### src/design/dmp_pkg.sv
// shared widths, register indexes, reset values and interface structs of the wheel controller
package dmp_pkg;

    localparam int CNT_W     = 16;
    localparam int DRV_W     = 8;
    localparam int INTEG_W   = 23;
    localparam int DIV_W     = 16;
    localparam int STEP_W    = 5;
    localparam int CFG_IDX_W = 2;
    localparam int LSUM_W    = INTEG_W + 1;
    localparam int RSUM_W    = INTEG_W + 2;

    // configuration register indexes
    localparam logic [CFG_IDX_W-1:0] CFG_PROP_DIV  = 2'd0;
    localparam logic [CFG_IDX_W-1:0] CFG_INTEG_DIV = 2'd1;
    localparam logic [CFG_IDX_W-1:0] CFG_DERIV_DIV = 2'd2;

    // register reset values and fixed law constants
    localparam int PROP_DIV_RST   = 1;
    localparam int INTEG_DIV_RST  = 2500;
    localparam int DERIV_DIV_RST  = 2;
    localparam int INTEG_CLAMP_MUL = 100;
    localparam int DRIVE_MAX      = 255;

    // request to the serial divider
    typedef struct packed {
        logic               start;
        logic [INTEG_W-1:0] dividend;
        logic [DIV_W-1:0]   divisor;
        logic [STEP_W-1:0]  steps;
    } t_div_req;

    // answer from the serial divider
    typedef struct packed {
        logic               done;
        logic [INTEG_W-1:0] quotient;
    } t_div_rsp;

    // divisors as used by the law, plus the integral clamp
    typedef struct packed {
        logic [DIV_W-1:0]   kp;
        logic [DIV_W-1:0]   ki;
        logic [DIV_W-1:0]   kd;
        logic [INTEG_W-1:0] lim;
    } t_gains;

endpackage

### src/design/dual_motor_position_pid.sv
// Two-wheel move-to-target controller. A move transaction (func 1) produces no result;
// a control tick while idle is dropped. A control tick while running produces one
// result, and the input is ready again once that result enters the output register:
// first the errors and integrals are formed, then five divisions (left P and I, right
// P, I and D) run on one shared bit-serial divider that yields one quotient bit per
// cycle, 16 or 23 bits each, then the drives are saturated. The result sits in an output
// register, so a new transaction is accepted while the last result waits. Configuration
// writes are taken every cycle.
module dual_motor_position_pid (
    input  logic                          i_clk,
    input  logic                          i_rst_n,
    // configuration writes
    input  logic                          i_cfg_valid,
    output logic                          o_cfg_ready,
    input  logic [dmp_pkg::CFG_IDX_W-1:0] i_cfg_index,
    input  logic [dmp_pkg::DIV_W-1:0]     i_cfg_data,
    // input items
    input  logic                          i_valid,
    output logic                          o_ready,
    input  logic                          i_func,
    input  logic [dmp_pkg::CNT_W-1:0]     i_left_count,
    input  logic [dmp_pkg::CNT_W-1:0]     i_right_count,
    input  logic                          i_left_dir_req,
    input  logic                          i_right_dir_req,
    input  logic [dmp_pkg::CNT_W-1:0]     i_left_goal,
    input  logic [dmp_pkg::CNT_W-1:0]     i_right_goal,
    // result items
    output logic                          o_valid,
    input  logic                          i_ready,
    output logic [dmp_pkg::DRV_W-1:0]     o_left_drive,
    output logic [dmp_pkg::DRV_W-1:0]     o_right_drive,
    output logic                          o_left_dir_out,
    output logic                          o_right_dir_out,
    output logic                          o_active
);
    import dmp_pkg::*;

    typedef enum logic [2:0] {
        S_IDLE,
        S_CALC,
        S_DIV_REQ,
        S_DIV_WAIT,
        S_FINISH
    } t_state;

    typedef enum logic [2:0] {
        OP_L_P,
        OP_L_I,
        OP_R_P,
        OP_R_I,
        OP_R_D
    } t_op;

    localparam int PAD_W = INTEG_W - CNT_W;

    t_gains   w_gains;
    t_div_req w_req;
    t_div_rsp w_rsp;

    t_state r_state;
    t_op    r_op;
    logic   r_running;
    logic   r_out_valid;

    // wheel state
    logic [CNT_W-1:0]   r_l_target;
    logic [CNT_W-1:0]   r_r_target;
    logic               r_l_dir;
    logic               r_r_dir;
    logic [INTEG_W-1:0] r_l_integ;
    logic [INTEG_W-1:0] r_r_integ;
    logic [CNT_W-1:0]   r_l_last;
    logic [CNT_W-1:0]   r_r_last;

    // per-tick working values
    logic [CNT_W-1:0]   r_l_count;
    logic [CNT_W-1:0]   r_r_count;
    logic               r_l_done;
    logic               r_r_done;
    logic [CNT_W-1:0]   r_l_err;
    logic [CNT_W-1:0]   r_r_err;
    logic               r_d_neg;
    logic [CNT_W-1:0]   r_d_mag;
    logic [LSUM_W-1:0]  r_lsum;
    logic signed [RSUM_W-1:0] r_rsum;

    // output register
    logic [DRV_W-1:0]   r_o_left_drive;
    logic [DRV_W-1:0]   r_o_right_drive;
    logic               r_o_left_dir;
    logic               r_o_right_dir;
    logic               r_o_active;

    logic               w_l_done;
    logic               w_r_done;
    logic [CNT_W-1:0]   w_l_err;
    logic [CNT_W-1:0]   w_r_err;
    logic [INTEG_W-1:0] w_l_integ;
    logic [INTEG_W-1:0] w_r_integ;
    logic [CNT_W:0]     w_d;
    logic [CNT_W:0]     w_d_neg;
    logic [CNT_W-1:0]   w_d_mag;
    logic signed [RSUM_W-1:0] w_q_ext;
    logic [DRV_W-1:0]   w_l_drive;
    logic [DRV_W-1:0]   w_r_drive;
    logic               w_in_take;
    logic               w_out_free;
    logic               w_out_load;

    // integral plus error, clamped at the limit
    function automatic logic [INTEG_W-1:0] integ_next(
        input logic [INTEG_W-1:0] integ,
        input logic [CNT_W-1:0]   err,
        input logic [INTEG_W-1:0] lim
    );
        logic [INTEG_W:0] s;
        s = {1'b0, integ} + (INTEG_W + 1)'(err);
        if (s > {1'b0, lim}) begin
            integ_next = lim;
        end else begin
            integ_next = s[INTEG_W-1:0];
        end
    endfunction

    dmp_cfg u_cfg (
        .i_clk       (i_clk),
        .i_rst_n     (i_rst_n),
        .i_cfg_valid (i_cfg_valid),
        .i_cfg_index (i_cfg_index),
        .i_cfg_data  (i_cfg_data),
        .o_gains     (w_gains)
    );

    dmp_serdiv u_div (
        .i_clk   (i_clk),
        .i_rst_n (i_rst_n),
        .i_req   (w_req),
        .o_rsp   (w_rsp)
    );

    // errors and integrals of both wheels, and the error change of the right wheel
    always_comb begin
        w_l_done  = (r_l_count >= r_l_target);
        w_r_done  = (r_r_count >= r_r_target);
        w_l_err   = r_l_target - r_l_count;
        w_r_err   = r_r_target - r_r_count;
        w_l_integ = integ_next(r_l_integ, w_l_err, w_gains.lim);
        w_r_integ = integ_next(r_r_integ, w_r_err, w_gains.lim);
        w_d       = {1'b0, w_r_err} - {1'b0, r_r_last};
        w_d_neg   = -w_d;
        w_d_mag   = w_d[CNT_W] ? w_d_neg[CNT_W-1:0] : w_d[CNT_W-1:0];
    end

    // divider operand selection for the current division
    always_comb begin
        w_req.start = (r_state == S_DIV_REQ);
        unique case (r_op)
            OP_L_P: begin
                w_req.dividend = {r_l_err, {PAD_W{1'b0}}};
                w_req.divisor  = w_gains.kp;
                w_req.steps    = STEP_W'(CNT_W);
            end
            OP_L_I: begin
                w_req.dividend = r_l_integ;
                w_req.divisor  = w_gains.ki;
                w_req.steps    = STEP_W'(INTEG_W);
            end
            OP_R_P: begin
                w_req.dividend = {r_r_err, {PAD_W{1'b0}}};
                w_req.divisor  = w_gains.kp;
                w_req.steps    = STEP_W'(CNT_W);
            end
            OP_R_I: begin
                w_req.dividend = r_r_integ;
                w_req.divisor  = w_gains.ki;
                w_req.steps    = STEP_W'(INTEG_W);
            end
            OP_R_D: begin
                w_req.dividend = {r_d_mag, {PAD_W{1'b0}}};
                w_req.divisor  = w_gains.kd;
                w_req.steps    = STEP_W'(CNT_W);
            end
            default: begin
                w_req.dividend = '0;
                w_req.divisor  = w_gains.kp;
                w_req.steps    = STEP_W'(CNT_W);
            end
        endcase
    end

    // drive saturation
    always_comb begin
        w_q_ext = $signed({2'b00, w_rsp.quotient});
        if (r_l_done) begin
            w_l_drive = '0;
        end else if (r_lsum > LSUM_W'(DRIVE_MAX)) begin
            w_l_drive = DRV_W'(DRIVE_MAX);
        end else begin
            w_l_drive = r_lsum[DRV_W-1:0];
        end
        if (r_r_done || r_rsum[RSUM_W-1]) begin
            w_r_drive = '0;
        end else if (r_rsum > RSUM_W'(DRIVE_MAX)) begin
            w_r_drive = DRV_W'(DRIVE_MAX);
        end else begin
            w_r_drive = r_rsum[DRV_W-1:0];
        end
    end

    assign w_in_take  = i_valid && (r_state == S_IDLE);
    assign w_out_free = !r_out_valid || i_ready;
    assign w_out_load = (r_state == S_FINISH) && w_out_free;

    // tick sequencer, wheel state and output register
    always_ff @(posedge i_clk) begin
        if (!i_rst_n) begin
            r_state     <= S_IDLE;
            r_op        <= OP_L_P;
            r_running   <= 1'b0;
            r_out_valid <= 1'b0;
            r_l_target  <= '0;
            r_r_target  <= '0;
            r_l_dir     <= 1'b0;
            r_r_dir     <= 1'b0;
            r_l_integ   <= '0;
            r_r_integ   <= '0;
            r_l_last    <= '0;
            r_r_last    <= '0;
        end else begin
            // a new result takes the register as the old one leaves
            if (w_out_load) begin
                r_out_valid <= 1'b1;
            end else if (r_out_valid && i_ready) begin
                r_out_valid <= 1'b0;
            end
            unique case (r_state)
                S_IDLE: begin
                    if (w_in_take) begin
                        if (i_func) begin
                            // move command
                            if (i_left_goal != '0) begin
                                r_l_dir    <= i_left_dir_req;
                                r_l_target <= i_left_goal;
                                r_l_last   <= i_left_goal;
                            end
                            if (i_right_goal != '0) begin
                                r_r_dir    <= i_right_dir_req;
                                r_r_target <= i_right_goal;
                                r_r_last   <= i_right_goal;
                            end
                            if (i_left_goal != '0 || i_right_goal != '0) begin
                                r_running <= 1'b1;
                            end
                        end else if (r_running) begin
                            r_l_count <= i_left_count;
                            r_r_count <= i_right_count;
                            r_state   <= S_CALC;
                        end
                    end
                end
                S_CALC: begin
                    r_l_done  <= w_l_done;
                    r_r_done  <= w_r_done;
                    r_l_err   <= w_l_err;
                    r_r_err   <= w_r_err;
                    r_l_integ <= w_l_done ? '0 : w_l_integ;
                    r_r_integ <= w_r_done ? '0 : w_r_integ;
                    if (!w_l_done) begin
                        r_l_last <= w_l_err;
                    end
                    if (!w_r_done) begin
                        r_r_last <= w_r_err;
                    end
                    r_d_neg <= w_d[CNT_W];
                    r_d_mag <= w_d_mag;
                    if (w_l_done && w_r_done) begin
                        r_running <= 1'b0;
                    end
                    r_op    <= OP_L_P;
                    r_state <= S_DIV_REQ;
                end
                S_DIV_REQ: begin
                    r_state <= S_DIV_WAIT;
                end
                S_DIV_WAIT: begin
                    if (w_rsp.done) begin
                        // gather each quotient into its wheel's sum
                        unique case (r_op)
                            OP_L_P: r_lsum <= LSUM_W'(w_rsp.quotient);
                            OP_L_I: r_lsum <= r_lsum + LSUM_W'(w_rsp.quotient);
                            OP_R_P: r_rsum <= w_q_ext;
                            OP_R_I: r_rsum <= r_rsum + w_q_ext;
                            OP_R_D: r_rsum <= r_d_neg ? r_rsum - w_q_ext : r_rsum + w_q_ext;
                            default: begin
                            end
                        endcase
                        if (r_op == OP_R_D) begin
                            r_state <= S_FINISH;
                        end else begin
                            r_op    <= t_op'(r_op + 3'd1);
                            r_state <= S_DIV_REQ;
                        end
                    end
                end
                S_FINISH: begin
                    if (w_out_free) begin
                        r_o_left_drive  <= w_l_drive;
                        r_o_right_drive <= w_r_drive;
                        r_o_left_dir    <= r_l_dir;
                        r_o_right_dir   <= r_r_dir;
                        r_o_active      <= r_running;
                        r_state         <= S_IDLE;
                    end
                end
                default: begin
                    r_state <= S_IDLE;
                end
            endcase
        end
    end

    assign o_cfg_ready     = 1'b1;
    assign o_ready         = (r_state == S_IDLE);
    assign o_valid         = r_out_valid;
    assign o_left_drive    = r_o_left_drive;
    assign o_right_drive   = r_o_right_drive;
    assign o_left_dir_out  = r_o_left_dir;
    assign o_right_dir_out = r_o_right_dir;
    assign o_active        = r_o_active;

endmodule

### src/design/dmp_serdiv.sv
// bit-serial restoring divider, one quotient bit per cycle
module dmp_serdiv (
    input  logic              i_clk,
    input  logic              i_rst_n,
    input  dmp_pkg::t_div_req i_req,
    output dmp_pkg::t_div_rsp o_rsp
);
    import dmp_pkg::*;

    logic               r_busy;
    logic               r_done;
    logic [STEP_W-1:0]  r_cnt;
    logic [INTEG_W-1:0] r_dvd;
    logic [DIV_W-1:0]   r_rem;
    logic [DIV_W-1:0]   r_dsr;

    logic [DIV_W+1:0]   w_diff;
    logic               w_qbit;
    logic [DIV_W-1:0]   n_rem;

    // trial subtract of the divisor from the shifted partial remainder
    always_comb begin
        w_diff = {1'b0, r_rem, r_dvd[INTEG_W-1]} - {2'b00, r_dsr};
        w_qbit = ~w_diff[DIV_W+1];
        n_rem  = w_qbit ? w_diff[DIV_W-1:0] : {r_rem[DIV_W-2:0], r_dvd[INTEG_W-1]};
    end

    // dividend bits leave at the top, quotient bits enter at the bottom
    always_ff @(posedge i_clk) begin
        if (!i_rst_n) begin
            r_busy <= 1'b0;
            r_done <= 1'b0;
            r_cnt  <= '0;
        end else begin
            r_done <= 1'b0;
            if (i_req.start) begin
                r_busy <= 1'b1;
                r_cnt  <= i_req.steps;
                r_dvd  <= i_req.dividend;
                r_rem  <= '0;
                r_dsr  <= i_req.divisor;
            end else if (r_busy) begin
                r_dvd <= {r_dvd[INTEG_W-2:0], w_qbit};
                r_rem <= n_rem;
                r_cnt <= r_cnt - 1'b1;
                if (r_cnt == STEP_W'(1)) begin
                    r_busy <= 1'b0;
                    r_done <= 1'b1;
                end
            end
        end
    end

    assign o_rsp.done     = r_done;
    assign o_rsp.quotient = r_dvd;

endmodule

### src/design/dmp_cfg.sv
// divisor registers with zero substitution and the integral clamp limit
module dmp_cfg (
    input  logic                           i_clk,
    input  logic                           i_rst_n,
    input  logic                           i_cfg_valid,
    input  logic [dmp_pkg::CFG_IDX_W-1:0]  i_cfg_index,
    input  logic [dmp_pkg::DIV_W-1:0]      i_cfg_data,
    output dmp_pkg::t_gains                o_gains
);
    import dmp_pkg::*;

    logic [DIV_W-1:0]   r_kp;
    logic [DIV_W-1:0]   r_ki;
    logic [DIV_W-1:0]   r_kd;
    logic [INTEG_W-1:0] r_lim;

    logic [DIV_W-1:0]   w_eff;
    logic [INTEG_W-1:0] w_lim;

    // a zero divisor divides as one; the clamp keeps the raw value
    always_comb begin
        w_eff = (i_cfg_data == '0) ? DIV_W'(1) : i_cfg_data;
        w_lim = INTEG_W'(i_cfg_data) * INTEG_W'(INTEG_CLAMP_MUL);
    end

    // register writes, unknown indexes dropped
    always_ff @(posedge i_clk) begin
        if (!i_rst_n) begin
            r_kp  <= DIV_W'(PROP_DIV_RST);
            r_ki  <= DIV_W'(INTEG_DIV_RST);
            r_kd  <= DIV_W'(DERIV_DIV_RST);
            r_lim <= INTEG_W'(INTEG_DIV_RST * INTEG_CLAMP_MUL);
        end else if (i_cfg_valid) begin
            unique case (i_cfg_index)
                CFG_PROP_DIV: begin
                    r_kp <= w_eff;
                end
                CFG_INTEG_DIV: begin
                    r_ki  <= w_eff;
                    r_lim <= w_lim;
                end
                CFG_DERIV_DIV: begin
                    r_kd <= w_eff;
                end
                default: begin
                end
            endcase
        end
    end

    assign o_gains.kp  = r_kp;
    assign o_gains.ki  = r_ki;
    assign o_gains.kd  = r_kd;
    assign o_gains.lim = r_lim;

endmodule

### config.mk
export PLATFORM = sky130hd
export DESIGN_NAME = dual_motor_position_pid
export DESIGN_NICKNAME = d
export VERILOG_FILES = /design/src/design/dmp_pkg.sv /design/src/design/dual_motor_position_pid.sv /design/src/design/dmp_serdiv.sv /design/src/design/dmp_cfg.sv
export SDC_FILE = /design/constraint.sdc
export NUM_CORES = 1
export LEC_CHECK = 0
export BUFFER_PORTS_ARGS = -buffer_cell sky130_fd_sc_hd__buf_2
export CAP_MARGIN = 20
export CORE_ASPECT_RATIO = 2
export CORE_MARGIN = 2
export CORE_UTILIZATION = 35
export CTS_CLUSTER_DIAMETER = 40
export DETAILED_ROUTE_END_ITERATION = 7
export PLACE_DENSITY = 0.62
export SLEW_MARGIN = 20
export SYNTH_ARGS = -nofsm -noshare
export SYNTH_HDL_FRONTEND = slang
export SYNTH_SLANG_ARGS = --single-unit
export TNS_END_PERCENT = 50
### constraint.sdc
create_clock -name i_clk -period 6.4 [get_ports i_clk]
set_input_delay 1.28 -clock i_clk [delete_from_list [all_inputs] [get_ports i_clk]]
set_output_delay 1.28 -clock i_clk [all_outputs]
set_load 0.03 [all_outputs]
=== Word-level counts from Yosys, hierarchy flattened ===
Index checks and enable logic that the tools add are counted.

* Bitwise gates (word level): 4
* Eq/ne operators: 22
* Order comparisons: 6
* Reductions and logical operators: 37
* Mux-type cells: 44
* Add/subtract/negate cells: 12
* Multiply operators: 1

{| class="wikitable"
|+ Operators with widths
! operator !! count
|-
| 44-bit one-hot mux with 5 select lines || 1
|-
| 23-bit 2-to-1 mux || 6
|-
| 16-bit 2-to-1 mux || 8
|-
| 25-bit one-hot mux with 3 select lines || 1
|-
| 23-bit by 16-bit adder with 24-bit output || 2
|-
| 24-bit by 23-bit > comparator with 1-bit output || 2
|-
| 24-bit one-hot mux with 2 select lines || 1
|-
| 16-bit greater-or-equal comparator || 2
|-
| 16-bit one-hot mux with 2 select lines || 1
|-
| 16-bit nonzero test || 2
|-
| 16-bit subtractor || 2
|-
| 25-bit by 24-bit adder with 25-bit output || 1
|-
| 25-bit by 9-bit > comparator with 1-bit output (second input constant) || 1
|-
| 25-bit 2-to-1 mux || 1
|-
| 25-bit by 24-bit subtractor with 25-bit output || 1
|-
| 24-bit by 23-bit adder with 24-bit output || 1
|-
| 24-bit by 8-bit > comparator with 1-bit output (second input constant) || 1
|-
| 3-bit 2-to-1 mux || 8
|-
| 16-bit by 5-bit multiplier with 21-bit output (second input constant) || 1
|-
| 5-bit AND reduction || 4
|-
| 17-bit by 16-bit subtractor with 18-bit output || 1
|-
| 16-bit by 16-bit subtractor with 17-bit output || 1
|-
| 16-bit zero test || 1
|-
| 8-bit 2-to-1 mux || 2
|-
| other kinds (28) || 74
|}

* Bits in registers: 386
* Logic and storage cells: 162
* Output and inout port bits: 22
* Bits of input ports: 90

=== Logic depth before layout (Yosys ltp) ===
* Depth in word-level cells: 6
* Gate-level depth with buffers: 32
* Gate-level depth less buffers: 30

=== Modules after synthesis ===
A second synthesis with hierarchy kept.

* Cell total of the unflattened synthesis: 3,088
* Area, all modules: 27,720.3 um^2

{| class="wikitable"
|+ Modules (own cells, without submodules)
! module !! seq. area each (um^2) !! area an instance (um^2) !! instances !! cells an instance
|-
| dual_motor_position_pid || 6,616.3 || 19,985.4 || 1 || 2,287
|-
| dmp_cfg || 1,381.3 || 4,230.3 || 1 || 487
|-
| dmp_serdiv || 1,791.7 || 3,504.6 || 1 || 314
|}

=== Worst setup path after synthesis ===
OpenSTA, ideal clock, no wires.

* Path type: register to register
* Start: register r_l_target[0]
* End: register r_l_integ[16]
* Period minus slack after synthesis: 6.072 ns
* Path slack: 0.328 ns
* Arrival: 5.944 ns
* Cell stages (with the launch flop): 28
* Library setup time: 0.128 ns
* Buffers on the path: 1
* Required time: 6.272 ns
* Cell sequence: dfxtp_1 -> inv_1 -> ha_1 -> inv_1 -> fa_1 -> a21o_1 -> a21oi_1 -> o21bai_1 -> a2111o_1 -> a31o_1 -> a21o_1 -> a221o_1 -> a21o_1 -> a21oi_1 -> xnor2_1 -> ha_1 -> and3_1 -> a211oi_1 -> nand3b_1 -> xnor2_1 -> ha_1 -> or3_1 -> a221oi_1 -> a31oi_1 -> nor2_2 -> buf_2 -> mux2i_1 -> o22ai_1

* Cells in the longest elaborated chain, start to end: 5
* Elaborated cells between the ends (all ways): 6
* Those cells by class: 2 x add/sub; 2 x order compare; 2 x mux

{| class="wikitable"
|+ Ends and longest elaborated chain
! element !! RTL line !! text
|-
| start: declaration || dual_motor_position_pid.sv:66 || <nowiki>logic [CNT_W-1:0] r_l_target;</nowiki>
|-
| start signal: assignment || dual_motor_position_pid.sv:243 || <nowiki>r_l_target <= i_left_goal;</nowiki>
|-
| 16-bit subtractor * || dual_motor_position_pid.sv:145 || <nowiki>w_l_err = r_l_target - r_l_count;</nowiki>
|-
| named net w_l_err[14] || dual_motor_position_pid.sv:96 || <nowiki>logic [CNT_W-1:0] w_l_err;</nowiki>
|-
| 23-bit by 16-bit adder with 24-bit output * || dual_motor_position_pid.sv:117 || <nowiki>s = {1'b0, integ} + (INTEG_W + 1)'(err);</nowiki>
|-
| 24-bit by 23-bit > comparator with 1-bit output || dual_motor_position_pid.sv:118 || <nowiki>if (s > {1'b0, lim}) begin</nowiki>
|-
| 23-bit 2-to-1 mux * || dual_motor_position_pid.sv:118 ||
|-
| 23-bit 2-to-1 mux * || dual_motor_position_pid.sv:266 || <nowiki>r_l_integ <= w_l_done ? '0 : w_l_integ;</nowiki>
|-
| end signal: assignment || dual_motor_position_pid.sv:266 ||
|-
| end: declaration || dual_motor_position_pid.sv:70 || <nowiki>logic [INTEG_W-1:0] r_l_integ;</nowiki>
|}

The timed path passes the listed nets; every way through them passes the cells marked *.
A chain may end at the register's enable or synchronous reset.

=== Worst setup path after layout ===
* Start: register r_l_target[0]
* End: register r_l_integ[4]

* Cells in the longest elaborated chain, start to end: 5
* Elaborated cells between the ends (all ways): 6
* Those cells by class: 2 x add/sub; 2 x order compare; 2 x mux

{| class="wikitable"
|+ Ends and longest elaborated chain
! element !! RTL line
|-
| 16-bit subtractor || dual_motor_position_pid.sv:145
|-
| named net w_l_err[14] || dual_motor_position_pid.sv:96
|-
| 23-bit by 16-bit adder with 24-bit output || dual_motor_position_pid.sv:117
|-
| 24-bit by 23-bit > comparator with 1-bit output || dual_motor_position_pid.sv:118
|-
| 23-bit 2-to-1 mux || dual_motor_position_pid.sv:118
|-
| 23-bit 2-to-1 mux || dual_motor_position_pid.sv:266
|}

The timed path passes the listed nets, and every way through them passes these cells.

==> results.json <==
{
  "run_status": "finished clean",
  "synthTopCellsByArea": "edfxtp_1 23%, dfxtp_1 14%, ha_1 13%",
  "hold-path-endpoint": "o_right_dir_out$_DFFE_PP_",
  "fin_ws_ns": 0.3073,
  "synth_cell_types": 88,
  "fin_crit_ns": 6.093,
  "cp-start-kind": "flip-flop",
  "clk_pin_slew_ns": 0.07,
  "gp_congestion": 0.9492,
  "drt_iter0_markers": 1477,
  "hold_viol_final": 0,
  "drv_slew": 0,
  "clkLatencyLatePin_ns": 0.59,
  "slowest_delay_ns": 0.41,
  "io_buffers": 110,
  "grt_max_degree": 50,
  "register_area_um2": 9789,
  "grt_usage": 0.2112,
  "grt_pass1_vias": 23093,
  "design_area_um2": 30170,
  "max-slew-margin-rel": 0.2559,
  "cap_violations": 0,
  "route.detailed.drc": 0,
  "whs_ns": 0.4289,
  "cts_root_buf": "clkbuf_16",
  "fin_util": 0.4024,
  "die_h_um": 393.4,
  "totalWireLength_um": 83660,
  "cts_tree": "built",
  "syn_area_um2": 26540,
  "path_class": "flip-flop to flip-flop",
  "async_reset_ff_frac": 0,
  "core_area_um2": 74980,
  "place_ws_ns": 0.1114,
  "hold_class": "flip-flop to flip-flop",
  "vias_per_cell": 5.502,
  "yosysTopAreaCellShare": 0.2331,
  "hold_depth": 0,
  "area_delta_synth_final_pct": 13.68,
  "p_per_area_nw_per_um2": 227.2,
  "arrival_ns": 6.54,
  "syn_inst": 2995,
  "peakVddDrop_uv": 193.7,
  "h-tree-depth": 2,
  "cts_buffers": 47,
  "yosysSeqAreaShare": 0.3689,
  "critical_path_required_ns": 6.85,
  "synth_ff_type": "edfxtp_1",
  "firstDrtPassIters": 6,
  "fin_skew_ns": 0.02822,
  "finalSetupViolations": 0,
  "worst_pin_slew_ns": 1.112,
  "antenna_found_initial": 2,
  "nFillCells": 7661,
  "min_from": "r_r_dir$_SDFFE_PN0P_",
  "ctsHoldBuffers": 0,
  "r2r-start": "r_l_target[0]$_SDFFE_PN0P_",
  "io_pins": 112,
  "synth_common_cells": "310 x nand2_1, 277 x ha_1, 245 x inv_1, 245 x nor2_1, 244 x a21oi_1",
  "vias": 22777,
  "clockBufferDepth": 3,
  "syn_area_per_cell_um2": 8.861,
  "drt-wirelength-per-cell_um": 20.21,
  "path_max_fanout": 7,
  "drive_gt1_frac": 0.09901,
  "synth-edff-count": 206,
  "die_area_um2": 78180,
  "crit_top_cell": "a21o_1",
  "crit_slowest_cell": "a2111o_1",
  "fin_nets": 3481,
  "cts_sinks": 386,
  "grt-ovfl-total": 0,
  "ant_nets": 0,
  "fp.dieW_um": 198.7,
  "synth_most_common_cell": "nand2_1",
  "yosys_warnings": 0,
  "reg2reg_slack_ns": 0.31,
  "fmax_mhz": 164.1,
  "rr_endpoint": "r_l_integ[4]$_SDFFE_PN0P_",
  "syn-num-nets": 3382,
  "hpwl_um": 64150,
  "worstSetupEndpointType": "flip-flop",
  "post-route-period-util": 0.9520,
  "place_area_um2": 28380,
  "row_count": 142,
  "p_leak_nw": 12.79,
  "start_util": 0.3540,
  "grt_pass1_wl_um": 127900,
  "rr_worst_depth": 29,
  "multi_input_area_um2": 15530,
  "post-synth-top-area-cell": "edfxtp_1",
  "ys_ff_latch": 386
}
-- metrics by stage --
step           total power [mW]  instances  setup TNS, ns
2_1_floorplan             3.718       2995              0
3_3_place_gp              4.083       4048              0
3_5_place_dp              4.093       4048              0
4_1_cts                   6.889       4134              0
5_1_grt                   7.142       4139        -0.3934
6_report                  6.856       4140              0
-- placed cells by master, fill, tap and decap left out, types with 12 or more instances in the layout --
cell type and instances:
a211oi_1 23, a21o_1 64, a21oi_1 240, a221o_1 12
a222oi_1 16, a22oi_1 39, a311oi_1 13, a31oi_1 25
and2_1 13, and3_1 18, buf_2 110, buf_4 53
clkbuf_16 53, dfxtp_1 180, edfxtp_1 206, fa_1 20
ha_1 277, inv_1 245, mux2i_1 65, nand2_1 309
nand2b_1 24, nand3_1 70, nand4_1 26, nor2_1 237
nor2b_1 31, nor3_1 45, nor4_1 25, o211ai_1 25
o21a_1 36, o21ai_0 179, o21ai_1 19, o21bai_1 21
o22ai_1 21, o31ai_1 20, or3_1 17, xnor2_1 95
xor2_1 44
-- state kept, by name (all words and copies together), names as in the netlist, 5 cells and up --
register and flops:
r_r_err 16, u_div.r_dsr 16, r_r_last 16, u_div.r_dvd 23
r_r_integ 23, r_rsum 25, r_l_err 16, u_cfg.r_ki 16
u_cfg.r_kp 16, r_lsum 24, o_right_drive 8, u_div.r_rem 16
r_l_integ 23, u_div.r_cnt 5, r_r_count 16, r_r_target 16
r_l_count 16, u_cfg.r_lim 21, o_left_drive 8, u_cfg.r_kd 16
r_l_target 16, r_d_mag 16
-- how the worst max path moves through the flow --
stage | endpoint | depth (start not counted) | slack [ns] | start
6_report | r_l_integ[4]$_SDFFE_PN0P_ | 29 | 0.31 | r_l_target[0]$_SDFFE_PN0P_
5_1_grt | r_l_integ[8]$_SDFFE_PN0P_ | 29 | -0.05 | r_l_target[0]$_SDFFE_PN0P_
4_1_cts | r_l_integ[8]$_SDFFE_PN0P_ | 28 | 0.09 | r_l_target[0]$_SDFFE_PN0P_
3_5_place_dp | r_l_integ[8]$_SDFFE_PN0P_ | 28 | 0.11 | r_l_target[0]$_SDFFE_PN0P_
3_3_place_gp | r_l_integ[4]$_SDFFE_PN0P_ | 30 | 0.21 | r_l_target[0]$_SDFFE_PN0P_
2_1_floorplan | r_l_integ[16]$_SDFFE_PN0P_ | 27 | 0.33 | r_l_target[0]$_SDFFE_PN0P_
-- power by group --
group	switching, mW	leakage, nW	internal [mW]
combinational	0.784	8.68	0.527
sequential	0.0516	3.33	2.69
clock	1.21	0.781	1.59
total	2.05	12.8	4.81
-- worst max-delay path: cells and delay by family (launching register included) --
| family | cells | cell delay (ns) |
|---|---|---|
| and+or+nand+nor | 2 | 0.48 |
| adders and majority gates | 4 | 1.06 |
| AOI/OAI and AO/OA | 15 | 3.11 |
| buffers and inverters | 5 | 0.62 |
| muxes | 1 | 0.17 |
| DFF | 1 | 0.31 |
| xor gates and xnor gates | 2 | 0.21 |
-- routing by layer --
layer  up-vias  wire [µm]  global-route usage
met4         2       7308              0.1647
met2       639      44460              0.3998
met5         -         13                   0
met1     10809      28360              0.2013
met3       305       3519             0.02647
li1      11022          -                   -
-- area by class of cell --
type | instances | area share
multi-input cells | 2245 | 0.5148
flip-flops and latches | 386 | 0.3245
clock buffers | 56 | 0.04359
well taps | 1008 | 0.04180
repair buffers | 167 | 0.03442
inverters | 247 | 0.03081
clock inverters | 30 | 0.009995
diodes | 1 | 0.00008294
-- what timing repair did --
action | 4_1_cts | 5_1_grt
setup buffers | 0 | 3
setup endpoints to repair | 0 | 46
gates resized for setup | 0 | 22
-- kinds of logic after synthesis --
group / synth area share
fa+ha+maj: 0.1457
compound gates: 0.2053
other cells: 0.0001413
simple gates: 0.1560
xor+xnor: 0.04653
buf+inv: 0.05210
flops: 0.3689
mux: 0.02536
No activity file was read; power rests on OpenSTA's default activity.
